--- src/hdl/atan_pkg.sv ---
// Shared types and constants for the arctan series unit.
// No dependencies; imported by every module of the block.
package atan_pkg;

    // Fixed-point format and term cap
    localparam int FRAC_BITS = 30;
    localparam int MAX_TERMS = 4096;
    localparam int X_W       = 32;
    localparam int TERM_W    = 13;
    localparam int STAT_W    = 2;
    localparam int MAG_W     = FRAC_BITS;
    localparam int PROD_W    = 2 * MAG_W;
    localparam int THR_W     = FRAC_BITS + 1;
    localparam int DEC_DIGITS = 10;
    localparam int DCNT_W    = $clog2(MAG_W + 1);

    // Result status codes
    typedef enum logic [STAT_W-1:0] {
        ST_OK    = 2'd0,
        ST_RANGE = 2'd1,
        ST_CAP   = 2'd2
    } status_t;

    // Controller states
    typedef enum logic [2:0] {
        S_IDLE,
        S_SQUARE,
        S_CHECK,
        S_DIV,
        S_ACCUM,
        S_FINISH
    } state_t;

    // Controller -> datapath commands
    typedef struct packed {
        logic load;
        logic square;
        logic div_start;
        logic accum;
        logic out_load;
    } cmd_t;

    // Datapath -> controller status
    typedef struct packed {
        logic range_err;
        logic at_limit;
        logic div_done;
        logic acc_done;
        logic out_free;
    } sts_t;

    // Accuracy threshold: floor(2^FRAC_BITS / 10^digits), zero past nine digits
    function automatic logic [THR_W-1:0] thr_lookup(input logic [TERM_W-1:0] digits);
        logic [THR_W-1:0] one_fx;
        logic [THR_W-1:0] thr;
        one_fx = THR_W'(1) << FRAC_BITS;
        unique case (digits)
            TERM_W'(0): thr = one_fx;
            TERM_W'(1): thr = one_fx / THR_W'(10);
            TERM_W'(2): thr = one_fx / THR_W'(100);
            TERM_W'(3): thr = one_fx / THR_W'(1000);
            TERM_W'(4): thr = one_fx / THR_W'(10000);
            TERM_W'(5): thr = one_fx / THR_W'(100000);
            TERM_W'(6): thr = one_fx / THR_W'(1000000);
            TERM_W'(7): thr = one_fx / THR_W'(10000000);
            TERM_W'(8): thr = one_fx / THR_W'(100000000);
            TERM_W'(9): thr = one_fx / THR_W'(1000000000);
            default:    thr = '0;
        endcase
        return thr;
    endfunction

endpackage

--- src/hdl/arctan_series_unit_top.sv ---
// Arctan series unit: sums x - x^3/3 + x^5/5 - ... in Q2.30 fixed point.
// Each term costs one bit-serial division plus check and accumulate steps, so the
// divider sets the pace. One request in flight at a time; a new request is taken
// once the previous result has moved into the output register. Up to 4096 terms
// per request. Reset (rst_n, async, active low) returns to idle and drops out_valid.
module arctan_series_unit_top
    import atan_pkg::*;
(
    input  logic              clk,
    input  logic              rst_n,
    input  logic              in_valid,
    output logic              in_ready,
    input  logic [X_W-1:0]    x_value,
    input  logic              req_type,
    input  logic [TERM_W-1:0] count,
    output logic              out_valid,
    input  logic              out_ready,
    output logic [X_W-1:0]    atan_value,
    output logic [TERM_W-1:0] terms_used,
    output logic [STAT_W-1:0] status
);

    cmd_t cmd;
    sts_t sts;

    atan_ctrl u_ctrl (
        .clk      (clk),
        .rst_n    (rst_n),
        .in_valid (in_valid),
        .in_ready (in_ready),
        .sts      (sts),
        .cmd      (cmd)
    );

    atan_dp u_dp (
        .clk        (clk),
        .rst_n      (rst_n),
        .cmd        (cmd),
        .sts        (sts),
        .x_value    (x_value),
        .req_type   (req_type),
        .count      (count),
        .out_valid  (out_valid),
        .out_ready  (out_ready),
        .atan_value (atan_value),
        .terms_used (terms_used),
        .status     (status)
    );

endmodule

--- src/hdl/atan_div.sv ---
// Bit-serial restoring divider: power magnitude over the odd term index.
// Depends on atan_pkg; one quotient bit per cycle.
module atan_div
    import atan_pkg::*;
(
    input  logic              clk,
    input  logic              rst_n,
    input  logic              start,
    input  logic [MAG_W-1:0]  dividend,
    input  logic [TERM_W-1:0] divisor,
    output logic              busy,
    output logic              done,
    output logic [MAG_W-1:0]  quotient
);

    logic [MAG_W-1:0]  quo_reg, quo_next;
    logic [TERM_W-1:0] rem_reg, rem_next;
    logic [TERM_W-1:0] dvs_reg;
    logic [DCNT_W-1:0] cnt_reg, cnt_next;
    logic              busy_reg, busy_next;
    logic              done_reg, done_next;
    logic [TERM_W:0]   rem_sh;
    logic [TERM_W:0]   rem_sub;

    // One restoring step
    always_comb
    begin
        rem_sh  = {rem_reg, quo_reg[MAG_W-1]};
        rem_sub = rem_sh - {1'b0, dvs_reg};
        quo_next  = quo_reg;
        rem_next  = rem_reg;
        cnt_next  = cnt_reg;
        busy_next = busy_reg;
        done_next = 1'b0;
        if (start)
        begin
            quo_next  = dividend;
            rem_next  = '0;
            cnt_next  = DCNT_W'(MAG_W);
            busy_next = 1'b1;
        end
        else if (busy_reg)
        begin
            if (rem_sh >= {1'b0, dvs_reg})
            begin
                rem_next = rem_sub[TERM_W-1:0];
                quo_next = {quo_reg[MAG_W-2:0], 1'b1};
            end
            else
            begin
                rem_next = rem_sh[TERM_W-1:0];
                quo_next = {quo_reg[MAG_W-2:0], 1'b0};
            end
            cnt_next = cnt_reg - DCNT_W'(1);
            if (cnt_reg == DCNT_W'(1))
            begin
                busy_next = 1'b0;
                done_next = 1'b1;
            end
        end
    end

    // Control flops
    always_ff @(posedge clk or negedge rst_n)
    begin
        if (!rst_n)
        begin
            busy_reg <= 1'b0;
            done_reg <= 1'b0;
            cnt_reg  <= '0;
        end
        else
        begin
            busy_reg <= busy_next;
            done_reg <= done_next;
            cnt_reg  <= cnt_next;
        end
    end

    // Operand and quotient flops
    always_ff @(posedge clk)
    begin
        quo_reg <= quo_next;
        rem_reg <= rem_next;
        if (start)
        begin
            dvs_reg <= divisor;
        end
    end

    assign busy     = busy_reg;
    assign done     = done_reg;
    assign quotient = quo_reg;

endmodule

--- src/hdl/atan_dp.sv ---
// Datapath of the arctan series unit: operands, shared multiplier, divider,
// running sum and output register. Depends on atan_pkg and atan_div.
module atan_dp
    import atan_pkg::*;
(
    input  logic              clk,
    input  logic              rst_n,
    input  cmd_t              cmd,
    output sts_t              sts,
    input  logic [X_W-1:0]    x_value,
    input  logic              req_type,
    input  logic [TERM_W-1:0] count,
    output logic              out_valid,
    input  logic              out_ready,
    output logic [X_W-1:0]    atan_value,
    output logic [TERM_W-1:0] terms_used,
    output logic [STAT_W-1:0] status
);

    logic [MAG_W-1:0]  m_reg;
    logic [MAG_W-1:0]  p_reg;
    logic [MAG_W-1:0]  x2_reg;
    logic              neg_reg;
    logic              range_reg;
    logic              mode_reg;
    logic [TERM_W-1:0] limit_reg;
    logic [THR_W-1:0]  thr_reg;
    logic [TERM_W-1:0] n_reg;
    logic [X_W-1:0]    sum_reg;
    status_t           stat_reg;

    logic [X_W-1:0]    out_sum_reg;
    logic [TERM_W-1:0] out_terms_reg;
    status_t           out_stat_reg;
    logic              out_valid_reg, out_valid_next;

    logic              x_neg;
    logic [X_W-1:0]    x_mag;
    logic              x_range;
    logic              over_cap;
    logic [MAG_W-1:0]  mul_a, mul_b;
    logic [PROD_W-1:0] prod;
    logic [MAG_W-1:0]  t_val;
    logic [X_W-1:0]    t_ext;
    logic              t_neg;
    logic              t_small;
    logic              cap_hit;
    logic [TERM_W-1:0] divisor;
    logic              div_busy;
    logic              div_done;

    // Argument magnitude and range check
    assign x_neg    = x_value[X_W-1];
    assign x_mag    = x_neg ? (~x_value + X_W'(1)) : x_value;
    assign x_range  = |x_mag[X_W-1:FRAC_BITS];
    assign over_cap = count > TERM_W'(MAX_TERMS);

    // Shared multiplier: square first, then power update
    assign mul_a = cmd.square ? m_reg : p_reg;
    assign mul_b = cmd.square ? m_reg : x2_reg;
    assign prod  = mul_a * mul_b;

    // Odd index 2n+1; n stays below MAX_TERMS while dividing
    assign divisor = {n_reg[TERM_W-2:0], 1'b1};

    atan_div u_div (
        .clk      (clk),
        .rst_n    (rst_n),
        .start    (cmd.div_start),
        .dividend (p_reg),
        .divisor  (divisor),
        .busy     (div_busy),
        .done     (div_done),
        .quotient (t_val)
    );

    // Term sign alternates, starting from the sign of x
    assign t_ext   = {{(X_W-MAG_W){1'b0}}, t_val};
    assign t_neg   = neg_reg ^ n_reg[0];
    assign t_small = {1'b0, t_val} <= thr_reg;
    assign cap_hit = n_reg == TERM_W'(MAX_TERMS - 1);

    // Request operands and iteration state
    always_ff @(posedge clk)
    begin
        if (cmd.load)
        begin
            m_reg     <= x_mag[MAG_W-1:0];
            p_reg     <= x_mag[MAG_W-1:0];
            neg_reg   <= x_neg;
            range_reg <= x_range;
            mode_reg  <= req_type;
            thr_reg   <= thr_lookup(count);
            limit_reg <= (!req_type || over_cap) ? TERM_W'(MAX_TERMS) : count;
            n_reg     <= '0;
            sum_reg   <= '0;
            if (x_range)
                stat_reg <= ST_RANGE;
            else if (req_type && over_cap)
                stat_reg <= ST_CAP;
            else
                stat_reg <= ST_OK;
        end
        else if (cmd.square)
        begin
            x2_reg <= prod[PROD_W-1:FRAC_BITS];
        end
        else if (cmd.accum)
        begin
            sum_reg <= t_neg ? (sum_reg - t_ext) : (sum_reg + t_ext);
            n_reg   <= n_reg + TERM_W'(1);
            p_reg   <= prod[PROD_W-1:FRAC_BITS];
            if (!mode_reg && !t_small && cap_hit)
                stat_reg <= ST_CAP;
        end
    end

    // Output register
    always_comb
    begin
        out_valid_next = out_valid_reg;
        if (cmd.out_load)
            out_valid_next = 1'b1;
        else if (out_ready)
            out_valid_next = 1'b0;
    end

    always_ff @(posedge clk or negedge rst_n)
    begin
        if (!rst_n)
            out_valid_reg <= 1'b0;
        else
            out_valid_reg <= out_valid_next;
    end

    always_ff @(posedge clk)
    begin
        if (cmd.out_load)
        begin
            out_sum_reg   <= sum_reg;
            out_terms_reg <= n_reg;
            out_stat_reg  <= stat_reg;
        end
    end

    // Status to controller
    always_comb
    begin
        sts.range_err = range_reg;
        sts.at_limit  = n_reg >= limit_reg;
        sts.div_done  = div_done;
        sts.acc_done  = !mode_reg && (t_small || cap_hit);
        sts.out_free  = !out_valid_reg || out_ready;
    end

    assign out_valid  = out_valid_reg;
    assign atan_value = out_sum_reg;
    assign terms_used = out_terms_reg;
    assign status     = out_stat_reg;

    // Checks
    a_n_bound: assert property (@(posedge clk) disable iff (!rst_n)
        cmd.accum |-> n_reg < TERM_W'(MAX_TERMS))
        else $error("term counter past cap");

    a_div_idle_on_accum: assert property (@(posedge clk) disable iff (!rst_n)
        cmd.accum |-> !div_busy)
        else $error("term used while divider busy");

    a_range_zero: assert property (@(posedge clk) disable iff (!rst_n)
        out_valid_reg && out_stat_reg == ST_RANGE |-> out_sum_reg == '0 && out_terms_reg == '0)
        else $error("range error with nonzero result");

    a_div_start_idle: assert property (@(posedge clk) disable iff (!rst_n)
        cmd.div_start |=> div_busy && !div_done)
        else $error("divider did not start");

endmodule

--- src/hdl/atan_ctrl.sv ---
// Controller of the arctan series unit: sequences load, square, divide and
// accumulate steps. Depends on atan_pkg.
module atan_ctrl
    import atan_pkg::*;
(
    input  logic clk,
    input  logic rst_n,
    input  logic in_valid,
    output logic in_ready,
    input  sts_t sts,
    output cmd_t cmd
);

    state_t state_reg, state_next;

    // Next state
    always_comb
    begin
        state_next = state_reg;
        unique case (state_reg)
            S_IDLE:
            begin
                if (in_valid)
                    state_next = S_SQUARE;
            end
            S_SQUARE:
            begin
                state_next = sts.range_err ? S_FINISH : S_CHECK;
            end
            S_CHECK:
            begin
                state_next = sts.at_limit ? S_FINISH : S_DIV;
            end
            S_DIV:
            begin
                if (sts.div_done)
                    state_next = S_ACCUM;
            end
            S_ACCUM:
            begin
                state_next = sts.acc_done ? S_FINISH : S_CHECK;
            end
            S_FINISH:
            begin
                if (sts.out_free)
                    state_next = S_IDLE;
            end
            default:
            begin
                state_next = S_IDLE;
            end
        endcase
    end

    // Outputs
    always_comb
    begin
        cmd      = '0;
        in_ready = 1'b0;
        unique case (state_reg)
            S_IDLE:
            begin
                in_ready = 1'b1;
                cmd.load = in_valid;
            end
            S_SQUARE: cmd.square    = 1'b1;
            S_CHECK:  cmd.div_start = !sts.at_limit;
            S_DIV:    cmd           = '0;
            S_ACCUM:  cmd.accum     = 1'b1;
            S_FINISH: cmd.out_load  = sts.out_free;
            default:  cmd           = '0;
        endcase
    end

    always_ff @(posedge clk or negedge rst_n)
    begin
        if (!rst_n)
            state_reg <= S_IDLE;
        else
            state_reg <= state_next;
    end

endmodule

--- config.mk ---
export PLATFORM = sky130hd
export DESIGN_NAME = arctan_series_unit_top
export DESIGN_NICKNAME = d
export VERILOG_FILES = /design/src/hdl/atan_pkg.sv /design/src/hdl/arctan_series_unit_top.sv /design/src/hdl/atan_div.sv /design/src/hdl/atan_dp.sv /design/src/hdl/atan_ctrl.sv
export SDC_FILE = /design/constraint.sdc
export NUM_CORES = 2
export LEC_CHECK = 0
export BUFFER_PORTS_ARGS = -buffer_cell sky130_fd_sc_hd__buf_4
export CORE_ASPECT_RATIO = 2
export CORE_MARGIN = 2
export CORE_UTILIZATION = 30
export DETAILED_ROUTE_END_ITERATION = 8
export PLACE_DENSITY = 0.45
export SKIP_CTS_REPAIR_TIMING = 1
export SYNTH_ARGS = -nofsm -noshare
export SYNTH_HDL_FRONTEND = slang
export SYNTH_SLANG_ARGS = --single-unit
--- constraint.sdc ---
create_clock -name clk -period 28.8 [get_ports clk]
set_clock_uncertainty 0.1 [all_clocks]
set_input_delay 2.88 -clock clk [delete_from_list [all_inputs] [get_ports clk]]
set_output_delay 2.88 -clock clk [all_outputs]
set_load 0.1 [all_outputs]
After elaboration in Yosys (flattened, before gate mapping)
Memories as Yosys holds them, arrays and structs flattened. A register that Yosys moved wholly into a read port is not among the register bits. Index checks and enable logic that the tools add are counted.

Register bits after elaboration: 297. Memories kept: 1. Input port bits: 50. Bits in read-only memories: 416. Output and inout bits: 49. Word-level logic and storage cells: 114.

$mul: 1. Magnitude comparators: 4. Mux-type cells: 40. Add/sub/neg operators: 6. Bitwise gates (word level): 4. Reductions and logical operators: 25. Equality and inequality tests: 11.

Memory list: (name not given) (depth 16, width 26, rd ports 1, clocked after memory_dff 1, write ports 0, line atan_pkg.sv:57) `unique case (digits)`.

Operator list (count): $mux W30 (7); $mux W32 (2); $mul A30 B30 Y60 (1); $add A32 B1 Y32 const B (1); $add A32 B30 Y32 (1); $not A32 Y32 (1); $sub A32 B30 Y32 (1); $le A30 B31 Y1 (1); $mux W3 (6); $pmux W3 S6 (1); $mux W1 (15); $ge A14 B13 Y1 (1); $add A13 B1 Y13 const B (1); $eq A13 B12 Y1 const B (1); $ge A13 B13 Y1 (1); $gt A13 B13 Y1 const B (1); $mux W13 (1); $sub A13 B13 Y13 (1); $mux W2 (6); $mux W5 (2); $logic_not A9 Y1 (1); $reduce_bool A2 Y1 (4); $eq A3 B2 Y1 const B (2); $eq A3 B3 Y1 const B (2); 14 further kinds (30).

Longest topological paths before layout
Depth in word-level cells: 8. Gate-level depth with buffers: 35. Mapped depth without buffers: 32.

Modules after synthesis
Synthesis repeated with hierarchy kept, for this count alone.

Cell total of the unflattened synthesis: 4699. Area, all modules: 43689.4 um^2.

Modules (own cells, without submodules): atan_dp (times used 1, cells an instance 4363, seq. area each 6150.9 um^2, area an instance 39934.6 um^2); atan_div (times used 1, cells an instance 297, seq. area each 1726.7 um^2, area an instance 3420.8 um^2); atan_ctrl (times used 1, cells an instance 39, seq. area each 75.1 um^2, area an instance 334.1 um^2).

Least setup slack after synthesis
Ideal clock, no wire load.

Kind: reg-to-reg. Start point: register u_ctrl.state_reg[0]. End point: register u_dp.p_reg[20], data pin. Buffers on the path: 5. Stages on the path, launching flop included: 32. Clock period less this slack: 10074 ps. Required time: 28440 ps. Setup time: 260 ps. Path slack: 18726 ps. Arrival time: 9714 ps. Path through: dfrtp_1 -> buf_2 -> or3b_2 -> inv_1 -> clkbuf_1 -> buf_1 -> nand2_1 -> nand2_1 -> clkbuf_1 -> nand2_1 -> fa_1 -> inv_1 -> fa_1 -> fa_1 -> inv_1 -> fa_1 -> inv_1 -> fa_1 -> fa_1 -> fa_1 -> fa_1 -> ha_1 -> clkbuf_1 -> a21o_1 -> a2111oi_0 -> o211ai_1 -> a2111oi_0 -> nor2_1 -> a21boi_1 -> o21ai_1 -> xor2_1 -> mux2_2.

Longest elaborated chain between the ends: 7. Elaborated cells on any way between the ends: 10. Those cells by class: mul (1); eq/ne (1); mux (7); reduce/logical (1).

RTL lines: start: declaration (line atan_ctrl.sv:14) `state_t state_reg, state_next;`; start signal: assignment (line atan_ctrl.sv:80) `state_reg <= state_next;`; $eq A3 B1 Y1 * (line atan_ctrl.sv:60) `unique case (state_reg)`; $mux W1 * (line atan_ctrl.sv:60); $mux W30, on equally long branches (line atan_dp.sv:59, atan_dp.sv:60); $mul A30 B30 Y60 * (line atan_dp.sv:61) `assign prod = mul_a * mul_b;`; net u_dp.prod[50] (line atan_dp.sv:42) `logic [PROD_W-1:0] prod;`; $mux W30 * (line atan_dp.sv:108) `else if (cmd.accum)`; $mux W30 * (line atan_dp.sv:104) `else if (cmd.square)`; $mux W30 * (line atan_dp.sv:86) `if (cmd.load)`; end signal: assignment (line atan_dp.sv:89) `p_reg <= x_mag[MAG_W-1:0];`; end signal: assignment (line atan_dp.sv:112) `p_reg <= prod[PROD_W-1:FRAC_BITS];`; end: declaration (line atan_dp.sv:21) `logic [MAG_W-1:0] p_reg;`.

Mark *: on every way through the listed nets, which the timed path passes. The rest lies on a longest branch. The select of a mux whose other input is x is not followed. A chain may end at the register's enable or synchronous reset.

Worst setup path after layout
Start point: register u_ctrl.state_reg[2]. End point: register u_dp.p_reg[20], data pin.

The elaborated chain is that of the path after synthesis.

==> flow_summary.yaml <==
synth:
  synth_area_mm2: 0.0431
  synth_top_area_share_pct: 36.3
  synth_top_area_cell: "fa_1"
  yosys_most_used_dff: "edfxtp_1"
  synth.distinct_cells: 76
  syn_nets: 5872
  yosysSeqAreaShare_pct: 18.4
  yosys_warnings: 0
  synth_edf_count: 216
  syn_avg_cell_area_um2: 9.17
  synth_area_leaders: "fa_1 (36%), edfxtp_1 (15%), ha_1 (9.8%)"
  async_reset_ff_share_pct: 3.86
  ys_ff_latch: 285
  postSynthCellCount: 4703
route:
  drt_iter0_markers: 1778
  ant_nets: 0
  met2_length_mm: 92.2
  met3_length_mm: 7.23
  viasPerCell: 5.04
  first_pass_iters: 6
  wl_met1_mm: 53.9
  top_layer: "met4"
  vias: 33600
  drc: 0
  wl_per_cell_um: 25.4
  drt_wl_total_mm: 169
floorplanning:
  initial_core_util_pct: 30.2
  die_area_mm2: 0.147
  core-area_mm2: 0.143
  die_w_um: 272
  die_h_um: 540
  rows: 196
  io_pins: 99
timing:
  fmaxAchievable_mhz: 77.9
  period_needed_ps: 12840
  maxSlewHeadroom_pct: -5.13
  fin_crit_sh_pct: 44.6
  rsz0062_at_grt: "no"
  hold_viol: 0
  worst_pin_slew_ps: 1560
  tns_ps: 0
  finalSetupViolCount: 0
  drv_slew: 2
finish:
  nNetsFinal: 5928
  area_growth_pct: 10.1
  final_common_cell: "inv_1"
  most-common-layout-cells: "inv_1 (873), fa_1 (781), nand2_1 (657), nor2_1 (632), ha_1 (338)"
  nFillCells: 15000
  drive_gt1_share_pct: 7.81
grt:
  grt_pass1_wl_mm: 247
  antenna_found_initial: 2
  grt_use_total_pct: 23.4
  grt_max_degree: 68
  grt_overflow: 0
  grt_pass1_vias: 36800
place:
  dpl.hpwl_mm: 136
  gp_congestion: 0.955
  io_buffers: 98
outcome:
  status: "complete, but fails checks"
  failed_checks: "max-capacitance violations, max-slew violations"
setup_path:
  critPathBufInv: 6
  cpLargestDelayFamily: "adder cells"
  worstSetupStartpointType: "flip-flop"
  crit_path_top_delay_cell: "nor3_1"
  worst_path_most_repeated_cell: "fa_1"
  cpPeakStageDelay_ps: 1100
  crit_path_end_kind: "flip-flop"
  r2r_setup_slack_ps: 15960
  crit_type: "reg -> reg"
  reg2reg_to: "u_dp.p_reg[20]"
  reg2reg_depth: 29
  crit_required_ps: 29040
  crit_fanout: 58
  arrival_ps: 13080
  r2r-start: "u_ctrl.state_reg[2]"
clock_network:
  clock-root-buffer: "clkbuf_16"
  cts_tree: "done"
  clk_pin_slew_ps: 90
  cts_max_level: 1
  clk_latency_ps: 590
  numCtsBuffers: 25
  cts_buffer_depth: 3
  cts.sinks: 285
hold_path:
  hold_depth: 0
  holdPathEnd: "u_dp.status[0]"
  hp-class: "reg -> reg"
  min_from: "u_dp.stat_reg[0]"
flow_run:
  drv_cap: 1
worst register-to-register path, delay by kind of cell (launching register included):
family	cells	cell delay [ps]
XOR/XNOR	1	180
AND/OR/NAND/NOR	7	3450
buffers and inverters	6	1230
adder cells (fa/ha/maj)	9	4260
multiplexers	1	290
flip-flops	1	660
AO/OA/AOI/OAI	5	2430
how the worst max path moves through the flow:
stage / startpoint / endpoint / slack (ps) / cells after the start
3_5_place_dp: u_ctrl.state_reg[2] / u_dp.p_reg[20] / 16280 / 31
4_1_cts: u_ctrl.state_reg[2] / u_dp.p_reg[20] / 16260 / 29
3_3_place_gp: u_ctrl.state_reg[2] / u_dp.p_reg[17] / 15680 / 31
5_1_grt: u_ctrl.state_reg[2] / u_dp.p_reg[20] / 15400 / 29
6_report: u_ctrl.state_reg[2] / u_dp.p_reg[20] / 15960 / 29
2_1_floorplan: u_ctrl.state_reg[0] / u_dp.p_reg[20] / 18730 / 31
per-stage QoR:
| stage | hold slack [ps] | util (%) | area, µm² | setup WS, ps | std cells |
|---|---|---|---|---|---|
| floorplan | 300 | - | 43100 | 18730 | 4703 |
| global placement | 310 | 32.6 | 46600 | 15680 | 6611 |
| detailed placement | 313 | 32.6 | 46600 | 16280 | 6612 |
| CTS | 333 | 33.2 | 47400 | 16260 | 6658 |
| global route | 350 | 33.2 | 47400 | 15400 | 6660 |
| finish | 333 | 33.2 | 47400 | 15960 | 6661 |
cell type report:
cell class	instances	area (µm²)	share of cell area (%)
clock buffers	31	679	1.43
flip-flops and latches	285	7920	16.7
diodes	2	5.00	0.0105
multi-input cells	3352	31400	66.2
well taps	1881	2350	4.96
repair buffers	219	1650	3.47
inverters	876	3290	6.94
clock inverters	15	146	0.309
cell families after synthesis:
family | synth area share [%]
xor+xnor | 2.84
flops | 18.4
buf+inv | 9.29
mux | 1.36
simple gates | 15.1
fa+ha+maj | 46.1
compound gates | 6.91
cells in the mapped netlist (21+ instances only):
cell / instances
ha_1: 338
nor2_1: 633
o21ai_0: 82
a211oi_1: 22
a21oi_1: 196
nor3_1: 38
nand2b_1: 21
nand3_1: 39
a21o_1: 52
xnor2_1: 96
and2_1: 46
fa_1: 781
dfxtp_1: 58
xor2_1: 44
inv_1: 874
nand2_1: 658
edfxtp_1: 216
nand4_1: 22
mux2_2: 38
clkbuf_1: 184
per-layer routing:
layer | track usage (%) | up-vias
li1 | - | 14700
met1 | 22.3 | 17300
met2 | 44.8 | 1122
met3 | 2.67 | 491
met4 | 18.1 | 0
met5 | 0 | -
Power is not shown: default switching activity piles up to over one toggle a cycle in this logic, so the estimate is an artifact.
